## src/hdl/trtb_pkg.sv

```systemverilog
`timescale 1ns / 1ps

package trtb_pkg;

    localparam int CFG_IDX_W = 8;

    localparam logic [CFG_IDX_W-1:0] CFG_DURATION     = CFG_IDX_W'(0);
    localparam logic [CFG_IDX_W-1:0] CFG_REPEAT_DELAY = CFG_IDX_W'(1);
    localparam logic [CFG_IDX_W-1:0] CFG_REPEAT_LIMIT = CFG_IDX_W'(2);
    localparam logic [CFG_IDX_W-1:0] CFG_YOYO         = CFG_IDX_W'(3);

    typedef struct packed {
        logic busy;
        logic done;
    } t_div_stat;

endpackage

```

## src/hdl/tween_repeat_timebase_top.sv

```systemverilog
`timescale 1ns / 1ps

// tween time base: maps elapsed ticks to a position within the current pass
// channels: config writes (i_cfg_valid/o_cfg_ready, always ready) take an
//   index and data; input items (i_in_valid/o_in_ready) carry elapsed ticks
//   and force_reverse; result items (o_out_valid/i_out_ready) carry one
//   result per input item
// flow: with repeats enabled, an item runs through a bit-serial divider
//   giving one quotient bit per cycle, then steps through the post and
//   finish states, where its result is registered; the next item is taken
//   only after that, back in the idle state; with no repeats, or a zero
//   cycle length, the divider is skipped and the item goes straight to the
//   post and finish states
// one item is in work at a time; with repeats, the divider sets the rate
// reset: config registers clear to zero, the cycle count, direction and last
//   applied position clear, and no result is pending
// stall: a finished result sits in the output register; the next item may be
//   accepted and worked on, but it waits at its last step until the
//   receiver takes the pending result
module tween_repeat_timebase_top import trtb_pkg::*; #(
    parameter int TIME_WIDTH = 32
) (
    input  logic                 i_clk,
    input  logic                 i_rst_n,
    input  logic                 i_cfg_valid,
    output logic                 o_cfg_ready,
    input  logic [CFG_IDX_W-1:0] i_cfg_index,
    input  logic [31:0]          i_cfg_data,
    input  logic                 i_in_valid,
    output logic                 o_in_ready,
    input  logic [31:0]          i_elapsed_ticks,
    input  logic                 i_force_reverse,
    output logic                 o_out_valid,
    input  logic                 i_out_ready,
    output logic                 o_apply_value,
    output logic [31:0]          o_current_ticks,
    output logic [31:0]          o_total_ticks,
    output logic                 o_repeat_event,
    output logic                 o_finished
);

    localparam int EW = (TIME_WIDTH < 32) ? TIME_WIDTH : 32;
    localparam int CW = (TIME_WIDTH > 32) ? 33 : TIME_WIDTH;

    localparam logic [1:0] ST_IDLE = 2'd0;
    localparam logic [1:0] ST_DIV  = 2'd1;
    localparam logic [1:0] ST_POST = 2'd2;
    localparam logic [1:0] ST_FIN  = 2'd3;

    logic [EW-1:0]       r_dur;
    logic [EW-1:0]       r_delay;
    logic signed [15:0]  r_limit;
    logic                r_yoyo;

    logic [1:0]          r_state;
    logic [EW-1:0]       r_cycles;
    logic                r_back;
    logic [EW-1:0]       r_last;
    logic                r_last_valid;

    logic [EW-1:0]       r_t;
    logic                r_rev;
    logic [EW-1:0]       r_pt;
    logic                r_set;
    logic                r_fin;
    logic                r_ev;

    logic                r_out_valid;
    logic                r_apply;
    logic [31:0]         r_cur;
    logic [31:0]         r_tot;
    logic                r_rep;
    logic                r_done;

    logic [EW:0]         w_sum;
    logic [CW-1:0]       w_cyc;
    logic                w_in_acc;
    logic                w_no_div;
    logic                w_div_start;
    t_div_stat           w_div_stat;
    logic [EW-1:0]       w_quo;
    logic [CW-1:0]       w_rem;

    logic [EW-1:0]       w_times;
    logic                w_tvalid;
    logic [EW-1:0]       n_t;
    logic                n_set;
    logic                n_fin;
    logic                n_ev;
    logic [EW-1:0]       n_cycles;
    logic                n_back;

    logic                w_slot_free;
    logic [EW-1:0]       w_tout;
    logic                w_apply;

    assign o_cfg_ready = 1'b1;
    assign o_in_ready  = (r_state == ST_IDLE);
    assign w_in_acc    = i_in_valid && o_in_ready;

    // cycle length saturates at a time width of up to 32; wider keeps the carry
    assign w_sum = {1'b0, r_dur} + {1'b0, r_delay};
    assign w_cyc = (CW > EW) ? CW'(w_sum) :
                   (w_sum[EW] ? {CW{1'b1}} : CW'(w_sum[EW-1:0]));

    assign w_no_div    = (r_limit == 16'sd0) || (w_cyc == '0);
    assign w_div_start = w_in_acc && !w_no_div;

    trtb_div #(
        .NW (EW),
        .DW (CW)
    ) u_div (
        .i_clk       (i_clk),
        .i_rst_n     (i_rst_n),
        .i_start     (w_div_start),
        .i_dividend  (i_elapsed_ticks[EW-1:0]),
        .i_divisor   (w_cyc),
        .o_stat      (w_div_stat),
        .o_quotient  (w_quo),
        .o_remainder (w_rem)
    );

    always_ff @(posedge i_clk) begin
        if (!i_rst_n) begin
            r_dur   <= '0;
            r_delay <= '0;
            r_limit <= '0;
            r_yoyo  <= 1'b0;
        end else if (i_cfg_valid && o_cfg_ready) begin
            case (i_cfg_index)
                CFG_DURATION:     r_dur   <= i_cfg_data[EW-1:0];
                CFG_REPEAT_DELAY: r_delay <= i_cfg_data[EW-1:0];
                CFG_REPEAT_LIMIT: r_limit <= i_cfg_data[15:0];
                CFG_YOYO:         r_yoyo  <= i_cfg_data[0];
                default: ;
            endcase
        end
    end

    // cycle split: exact boundary belongs to the previous cycle
    always_comb begin
        w_tvalid = (w_rem != '0) || (w_quo != '0);
        w_times  = (w_rem == '0) ? w_quo - 1'b1 : w_quo;
        n_t      = r_t;
        n_set    = 1'b1;
        n_fin    = 1'b0;
        n_ev     = 1'b0;
        n_cycles = r_cycles;
        n_back   = r_back;
        if (r_limit == 16'sd0) begin
            if (r_t >= r_dur) begin
                n_fin = 1'b1;
                n_t   = r_dur;
            end
        end else if (w_cyc == '0) begin
            n_set = 1'b0;
            n_fin = 1'b1;
        end else if (w_rem > CW'(r_dur)) begin
            n_t = r_dur;
        end else begin
            n_t = (w_rem == '0) ? r_dur : w_rem[EW-1:0];
            if (w_tvalid && (w_times > r_cycles)) begin
                n_cycles = w_times;
                if (!r_limit[15] && (w_quo > EW'(r_limit[14:0]))) begin
                    n_fin = 1'b1;
                    n_set = 1'b0;
                end
                if (r_yoyo) begin
                    n_back = !r_back;
                end
                n_ev = 1'b1;
            end
        end
    end

    assign w_slot_free = !r_out_valid || i_out_ready;
    assign w_tout      = (r_set && (r_rev || r_back)) ? r_dur - r_pt : r_pt;
    assign w_apply     = r_set && (!r_last_valid || (w_tout != r_last));

    always_ff @(posedge i_clk) begin
        if (!i_rst_n) begin
            r_state      <= ST_IDLE;
            r_cycles     <= '0;
            r_back       <= 1'b0;
            r_last       <= '0;
            r_last_valid <= 1'b0;
            r_out_valid  <= 1'b0;
        end else begin
            if ((r_state == ST_FIN) && w_slot_free) begin
                r_out_valid <= 1'b1;
            end else if (i_out_ready) begin
                r_out_valid <= 1'b0;
            end
            case (r_state)
                ST_IDLE: begin
                    if (w_in_acc) begin
                        r_state <= w_no_div ? ST_POST : ST_DIV;
                    end
                end
                ST_DIV: begin
                    if (w_div_stat.done) begin
                        r_state <= ST_POST;
                    end
                end
                ST_POST: begin
                    r_cycles <= n_cycles;
                    r_back   <= n_back;
                    r_state  <= ST_FIN;
                end
                ST_FIN: begin
                    if (w_slot_free) begin
                        if (w_apply) begin
                            r_last       <= w_tout;
                            r_last_valid <= 1'b1;
                        end
                        r_state <= ST_IDLE;
                    end
                end
                default: r_state <= ST_IDLE;
            endcase
        end
    end

    always_ff @(posedge i_clk) begin
        if (w_in_acc) begin
            r_t   <= i_elapsed_ticks[EW-1:0];
            r_rev <= i_force_reverse;
        end
        if (r_state == ST_POST) begin
            r_pt  <= n_t;
            r_set <= n_set;
            r_fin <= n_fin;
            r_ev  <= n_ev;
        end
        if ((r_state == ST_FIN) && w_slot_free) begin
            r_apply <= w_apply;
            r_rep   <= r_ev;
            r_done  <= r_fin;
            if (!w_apply) begin
                r_cur <= '0;
                r_tot <= '0;
            end else if (r_dur == '0) begin
                r_cur <= 32'd1;
                r_tot <= 32'd1;
            end else begin
                r_cur <= 32'(w_tout);
                r_tot <= 32'(r_dur);
            end
        end
    end

    assign o_out_valid     = r_out_valid;
    assign o_apply_value   = r_apply;
    assign o_current_ticks = r_cur;
    assign o_total_ticks   = r_tot;
    assign o_repeat_event  = r_rep;
    assign o_finished      = r_done;

    a_ready_not_dividing: assert property (@(posedge i_clk) disable iff (!i_rst_n)
        o_in_ready |-> !w_div_stat.busy)
        else $error("input ready while divider busy");

    a_done_to_post: assert property (@(posedge i_clk) disable iff (!i_rst_n)
        w_div_stat.done |=> (r_state == ST_POST))
        else $error("divider result not taken");

    a_applied_in_range: assert property (@(posedge i_clk) disable iff (!i_rst_n)
        (o_out_valid && o_apply_value) |->
            ((o_total_ticks != 32'd0) && (o_current_ticks <= o_total_ticks)))
        else $error("applied position out of range");

    a_idle_fields_zero: assert property (@(posedge i_clk) disable iff (!i_rst_n)
        (o_out_valid && !o_apply_value) |->
            ((o_current_ticks == 32'd0) && (o_total_ticks == 32'd0)))
        else $error("position reported without apply");

endmodule

```

## src/hdl/trtb_div.sv

```systemverilog
`timescale 1ns / 1ps

module trtb_div import trtb_pkg::*; #(
    parameter int NW = 32,
    parameter int DW = 32
) (
    input  logic          i_clk,
    input  logic          i_rst_n,
    input  logic          i_start,
    input  logic [NW-1:0] i_dividend,
    input  logic [DW-1:0] i_divisor,
    output t_div_stat     o_stat,
    output logic [NW-1:0] o_quotient,
    output logic [DW-1:0] o_remainder
);

    localparam int CNT_W = $clog2(NW + 1);

    logic             r_busy;
    logic             r_done;
    logic [CNT_W-1:0] r_cnt;
    logic [NW-1:0]    r_quo;
    logic [DW-1:0]    r_rem;
    logic [DW-1:0]    r_div;

    logic [DW:0] w_trial;
    logic [DW:0] w_diff;
    logic        w_ge;

    // one quotient bit per cycle, restoring
    assign w_trial = {r_rem, r_quo[NW-1]};
    assign w_ge    = w_trial >= {1'b0, r_div};
    assign w_diff  = w_trial - {1'b0, r_div};

    always_ff @(posedge i_clk) begin
        if (!i_rst_n) begin
            r_busy <= 1'b0;
            r_done <= 1'b0;
            r_cnt  <= '0;
        end else begin
            r_done <= 1'b0;
            if (i_start) begin
                r_busy <= 1'b1;
                r_cnt  <= CNT_W'(NW);
            end else if (r_busy) begin
                r_cnt <= r_cnt - 1'b1;
                if (r_cnt == CNT_W'(1)) begin
                    r_busy <= 1'b0;
                    r_done <= 1'b1;
                end
            end
        end
    end

    always_ff @(posedge i_clk) begin
        if (i_start) begin
            r_quo <= i_dividend;
            r_rem <= '0;
            r_div <= i_divisor;
        end else if (r_busy) begin
            r_quo <= {r_quo[NW-2:0], w_ge};
            r_rem <= w_ge ? w_diff[DW-1:0] : w_trial[DW-1:0];
        end
    end

    assign o_stat.busy = r_busy;
    assign o_stat.done = r_done;
    assign o_quotient  = r_quo;
    assign o_remainder = r_rem;

endmodule

```

## config.mk

```make
export PLATFORM = sky130hd
export DESIGN_NAME = tween_repeat_timebase_top
export DESIGN_NICKNAME = d
export VERILOG_FILES = /design/src/hdl/trtb_pkg.sv /design/src/hdl/tween_repeat_timebase_top.sv /design/src/hdl/trtb_div.sv
export SDC_FILE = /design/constraint.sdc
export NUM_CORES = 1
export LEC_CHECK = 0
export BUFFER_PORTS_ARGS = -buffer_cell sky130_fd_sc_hd__buf_4
export CAP_MARGIN = 40
export CELL_PAD_IN_SITES_DETAIL_PLACEMENT = 0
export CELL_PAD_IN_SITES_GLOBAL_PLACEMENT = 1
export CORE_AREA = 2 2 236 238
export CTS_CLUSTER_SIZE = 40
export DETAILED_ROUTE_END_ITERATION = 12
export DIE_AREA = 0 0 238 240
export PLACE_DENSITY = 0.84
export SLEW_MARGIN = 20
export SYNTH_ARGS = -nofsm -noshare
export SYNTH_HDL_FRONTEND = slang
export SYNTH_SLANG_ARGS = --single-unit
```

## constraint.sdc

```tcl
create_clock -name i_clk -period 6.6 [get_ports i_clk]
set_input_delay 0 -clock i_clk [delete_from_list [all_inputs] [get_ports i_clk]]
set_output_delay 0 -clock i_clk [all_outputs]
set_load 0.1 [all_outputs]
```

==> impl_metrics.yaml, run 1 <==
floorplanning:
  row_count: 86
  pin_count: 148
  die_h_um: 240
  coreArea_um2: 54700
  start_util_pct: 47.6
  die_x_um: 238
  dieArea_um2: 57100
grt:
  overflow: 0
  grt_pass1_wl_mm: 140
  first_global_vias: 22900
  track_usage_pct: 32.2
  grt_max_degree: 75
  antenna_found_initial: 1
clocking:
  cts.sinks: 389
  cts_made_buffers: 45
  clock_path_buffers: 3
  clock_latency_ns: 0.61
  cts.reportedPaths.clkPinSlew_ns: 0.06
  postCtsHoldBufs: 72
  cts_root_buffer: "clkbuf_16"
  cts_tree: "yes"
  h-tree-depth: 2
  postCtsSetupRepairBufs: 0
  postCtsResizedCells: 0
drt:
  via_count: 23800
  dr.pass1.iters: 6
  wl_per_cell_um: 24.1
  drtIter0Drc: 2063
  via_per_inst: 6.13
  wl_mm: 93.3
  antenna_left: 0
  drc: 0
layout:
  area_growth_pct: 16.0
  final_nets: 3434
  drive_gt1_share_pct: 11.2
  fillers: 4983
  final_util_pct: 55.2
worst_hold_path:
  holdCritPathClass: "input port to register"
  min_from: "i_force_reverse"
  worstHoldEndpoint: "r_rev"
  holdPathStages: 2
critical_path:
  cp.required_ns: 7.10
  slowest_stage: "or2_2"
  crit_type: "register to register"
  cp_max_fo: 31
  arrival_ns: 6.61
  crit_chain: "or4_4, or3_4, or4_4, or4_4, nor4_4, nand2_4, nor2_1, xor2_1, ha_1, a21o_1, a21o_1, a21o_1, a21o_1, a21oi_1, o21ai_0, or3_1, o211ai_1, or2_2, nor3_1, a211oi_1"
  cp.buffers_inverters: 0
  reg2reg_slack_ns: 0.49
  cp-end-kind: "register"
  reg2reg_from: "u_div.o_quotient[3]"
  cp_top_family: "simple AND/OR/NAND/NOR gates"
  cp_common_cell: "a21o_1"
  r2r_end: "r_cycles[22]"
  reg2reg_depth: 20
  slowest_delay_ns: 0.61
  worst_setup_path_start_kind: "register"
place:
  place.gp.congestion: 1.00
  port_buffers: 146
  dp_hpwl_mm: 71.0
logic_synthesis:
  synthCells: 2965
  yosysSeqAreaShare_pct: 37.6
  syn-num-nets: 3260
  syn-cell-area_um2: 26000
  yosys.area.top_type: "edfxtp_1"
  synth_flop_cell: "edfxtp_1"
  yosys_warnings: 0
  yosysMostFrequentCell: "nand2_1"
  async_flop_share_pct: 0
  ys_types: 93
  synthTopCellsByArea: "edfxtp_1 (23%), dfxtp_1 (15%), ha_1 (10%)"
  syn_avg_cell_area_um2: 8.77
  synthTopCellsByCount: "nand2_1 (352), a21oi_1 (221), ha_1 (214)"
  ys_ff_latch: 389
  yosysTopAreaCellShare_pct: 23.0
  synth_edf_count: 199
power:
  p_leak_nw: 12.7
  powerDensity_nw_per_um2: 255
  peakVddDrop_uv: 185
  finalPower_mw: 7.69
timing:
  relSlewSlack_pct: 37.3
  fin_worst_skew_ns: 0.0305
  setup_viol: 0
  fin_crit_sh_pct: 92.6
  finalSetupTns_ns: 0
  rsz0062_at_grt: "false"
  slew_viol_final: 0
  period_minus_slack_ns: 6.11
  fmax_mhz: 164
  worst_slew_pin_slew_ns: 0.917
  final_hold_viol_count: 0
flow_run:
  drv_cap: 0
run_status:
  outcome: "complete, no violations"
-- state kept, by name (all words and copies together), names as in the netlist, 2 cells and up --
signal,flops
o_total_ticks,32
u_div.r_div,32
r_pt,32
u_div.r_cnt,6
r_last,32
r_delay,32
r_t,32
r_dur,32
r_limit,16
u_div.o_remainder,32
r_cycles,32
r_state,2
o_current_ticks,32
u_div.o_quotient,32
-- power by group --
| part | leakage, nW | switching [mW] | internal, mW |
|---|---|---|---|
| Sequential | 3.41 | 0.238 | 2.79 |
| Combinational | 8.53 | 1.38 | 0.728 |
| Clock | 0.743 | 1.08 | 1.47 |
-- logic make-up after synthesis --
group / share of synthesized area [%]
AND/OR/NAND/NOR: 19.4
AO/OA/AOI/OAI: 18.9
flip-flops: 37.6
buffers and inverters: 5.39
adder cells (fa/ha/maj): 10.5
XOR/XNOR: 4.74
multiplexers: 3.42
other: 0.0144
-- how the worst max path moves through the flow --
stage	startpoint	end	depth (start not counted)
CTS	u_div.o_quotient[3]	r_cycles[22]	20
global route	u_div.o_quotient[3]	r_cycles[19]	20
finish	u_div.o_quotient[3]	r_cycles[22]	20
global placement	u_div.o_quotient[3]	r_cycles[31]	20
detailed placement	u_div.o_quotient[3]	r_cycles[6]	20
floorplan	u_div.o_quotient[3]	r_cycles[11]	22
-- worst reg2reg max path, stage by stage, from the launching register on --
cell      delay, ns
edfxtp_1       0.50
or4_4          0.59
or3_4          0.37
or4_4          0.45
or4_4          0.47
nor4_4         0.33
nand2_4        0.12
nor2_1         0.13
xor2_1         0.21
ha_1           0.28
a21o_1         0.18
a21o_1         0.17
a21o_1         0.17
a21o_1         0.17
a21oi_1        0.14
o21ai_0        0.10
or3_1          0.37
o211ai_1       0.32
or2_2          0.61
nor3_1         0.12
a211oi_1       0.24
-- layout make-up --
| class | count | area, µm² | area share [%] |
|---|---|---|---|
| Clock buffer | 60 | 1300 | 4.30 |
| Timing Repair Buffer | 278 | 2320 | 7.71 |
| Tap cell | 704 | 881 | 2.92 |
| Clock inverter | 23 | 191 | 0.635 |
| Antenna cell | 1 | 2.50 | 0.00830 |
| Multi-Input combinational cell | 2212 | 14900 | 49.3 |
| Inverter | 213 | 803 | 2.66 |
| Sequential cell | 389 | 9780 | 32.4 |
-- routing by layer --
layer	GRT usage, %	share of wire [%]
met2	53.7	46
met5	0	0
met1	41.4	42
met4	15.0	4.9
met3	4.54	6.5
-- layout by cell type (no fill, tap or decap), types with 31 or more instances in the layout --
cell type	count
a211oi_1	81
a21o_1	68
a21oi_1	220
a221oi_1	39
and2_1	73
buf_4	198
clkbuf_16	48
dfxtp_1	190
dlygate4sd3_1	72
edfxtp_1	199
ha_1	213
inv_1	211
mux2_2	31
mux2i_1	54
nand2_1	351
nand2b_1	39
nand3_1	43
nand4_1	43
nor2_1	169
nor2b_1	38
nor3_1	108
nor4_1	51
o21ai_0	134
xnor2_1	74
xor2_1	65
-- metrics by stage --
| stage | std cells | setup WS (ns) | hold slack, ns | area, µm² |
|---|---|---|---|---|
| after floorplan | 2965 | 1.10 | 0.0989 | 26000 |
| after global placement | 3717 | 0.620 | 0.180 | 27900 |
| after detailed placement | 3723 | 0.530 | 0.181 | 27900 |
| after CTS | 3878 | 0.504 | 0.106 | 30100 |
| after global routing | 3879 | 0.0508 | 0.130 | 30200 |
| final | 3880 | 0.491 | 0.122 | 30200 |
Note: power is estimated with default switching activity, not from simulation.
==> inputs of run 2 (changes only) <==
--- a/config.mk
+++ b/config.mk
@@ -13,7 +13,7 @@
 export CTS_CLUSTER_SIZE = 40
 export DETAILED_ROUTE_END_ITERATION = 12
 export DIE_AREA = 0 0 238 240
-export PLACE_DENSITY = 0.84
+export PLACE_DENSITY = 0.92
 export SLEW_MARGIN = 20
 export SYNTH_ARGS = -nofsm -noshare
 export SYNTH_HDL_FRONTEND = slang
==> run 2 against run 1 <==
Effect of this change: via count rose by 0.69%; sequential share of layout area is 0.28 points lower; combinational power up 3%; register-to-register slack worse by 0.02 ns; global-route usage is 0.061 points higher; highest routed layer unchanged; largest cell class unchanged; wire length is essentially flat.
==> impl_metrics.yaml, run 2 (synthesis results as in run 1) <==
floorplanning:
  row_count: 86
  coreArea_um2: 54700
  die_x_um: 238
  die_h_um: 240
  start_util_pct: 47.6
  dieArea_um2: 57100
  pin_count: 148
power:
  finalPower_mw: 7.76
  powerDensity_nw_per_um2: 255
  p_leak_nw: 12.8
  peakVddDrop_uv: 224
clocking:
  cts_made_buffers: 45
  cts.sinks: 389
  cts.reportedPaths.clkPinSlew_ns: 0.06
  postCtsSetupRepairBufs: 0
  cts_tree: "yes"
  postCtsHoldBufs: 74
  clock_path_buffers: 3
  clock_latency_ns: 0.60
  h-tree-depth: 2
  cts_root_buffer: "clkbuf_16"
  postCtsResizedCells: 0
timing:
  final_hold_viol_count: 0
  slew_viol_final: 0
  rsz0062_at_grt: "false"
  worst_slew_pin_slew_ns: 0.876
  setup_ws_ns: 0.472
  finalSetupTns_ns: 0
  relSlewSlack_pct: 41.6
  fin_crit_sh_pct: 92.9
  fmax_mhz: 163
  setup_viol: 0
  period_minus_slack_ns: 6.13
  fin_worst_skew_ns: 0.0326
layout:
  final_util_pct: 55.7
  final_nets: 3451
  mostFrequentLayoutCell: "nand2_1"
  drive_gt1_share_pct: 11.8
  multi_input_comb_area_um2: 14900
  fillers: 4932
  mostFrequentLayoutCells: "nand2_1 (350), a21oi_1 (220), ha_1 (213), inv_1 (211), buf_4 (203)"
  finalNonFillerCells: 3898
  area_growth_pct: 17.0
  seqCellArea_um2: 9780
grt:
  antenna_found_initial: 1
  grt_pass1_wl_mm: 140
  overflow: 0
  first_global_vias: 23200
  track_usage_pct: 32.3
  grt_max_degree: 73
place:
  place.gp.congestion: 1.04
  dpl_worst_slack_ns: 0.523
  dp_hpwl_mm: 71.4
  dp_cells: 3735
  port_buffers: 146
drt:
  drtIter0Drc: 2470
  via_per_inst: 6.15
  wl_met3_mm: 6.56
  dr.pass1.iters: 6
  via_count: 24000
  antenna_left: 0
  wl_per_cell_um: 23.9
  top_layer_used: "met4"
  wl_mm: 93.3
  drc: 0
  wl_met2_mm: 43.4
  wl_met1_mm: 38.4
flow_run:
  drv_cap: 0
critical_path:
  worst_setup_path_start_kind: "register"
  cp.required_ns: 7.11
  cp-end-kind: "register"
  arrival_ns: 6.64
  cp_max_fo: 22
  crit_type: "register to register"
worst_hold_path:
  holdCritPathClass: "input port to register"
run_status:
  outcome: "complete, no violations"
run 2: cell count changes in the layout (fill, tap and decap cells not counted), moves of 3 or more:
cell and delta:
clkinvlp_4 +4, buf_4 +5, buf_16 +4, clkbuf_1 -3
run 2: cell type report:
class	count	share of cell area, %
Clock buffer	55	4.13
Sequential cell	389	32.1
Timing Repair Buffer	295	8.43
Clock inverter	29	0.823
Antenna cell	1	0.00823
Inverter	213	2.64
Tap cell	704	2.90
Multi-Input combinational cell	2212	48.9
run 2: final timing paths:
check             slack, ns             end           startpoint  cells after the start
setup / recovery       0.47    r_cycles[10]  u_div.o_quotient[3]                     21
hold reg to reg        0.45  o_repeat_event                 r_ev                      0
setup reg to reg       0.47    r_cycles[10]  u_div.o_quotient[3]                     21
hold / removal         0.13         r_t[30]  i_elapsed_ticks[30]                      2
run 2: metal layers:
layer,up-vias,GRT usage [%]
li1,11100,-
met1,11500,41.1
met2,1083,53.9
met3,241,4.51
met4,0,15.8
met5,-,0
run 2: power by group:
group	total (mW)	switching, mW	internal, mW	leakage (nW)
combinational	2.16	1.41	0.751	8.66
clock	2.56	1.11	1.45	0.739
sequential	3.03	0.242	2.79	3.41
run 2: per-stage QoR:
stage,hold WS [ns],instance area [µm²]
floorplan,0.0989,26000
global placement,0.184,27900
detailed placement,0.187,28100
CTS,0.108,30400
global route,0.129,30400
finish,0.128,30400
run 2: critical path, cell delays in order, from the launching register on:
cell and delay, ns:
edfxtp_1 0.50, or4_4 0.58, or3_4 0.36, or4_4 0.45, or4_4 0.48, nor4_4 0.43
nand2_4 0.12, nor2_1 0.13, xor2_1 0.23, ha_1 0.28, a21o_1 0.18, a21o_1 0.16
a21o_1 0.17, a21o_1 0.17, a21oi_1 0.15, o21ai_0 0.10, or3_1 0.37, o211ai_1 0.32
or2_2 0.33, buf_12 0.20, nor3_1 0.06, a211oi_1 0.26
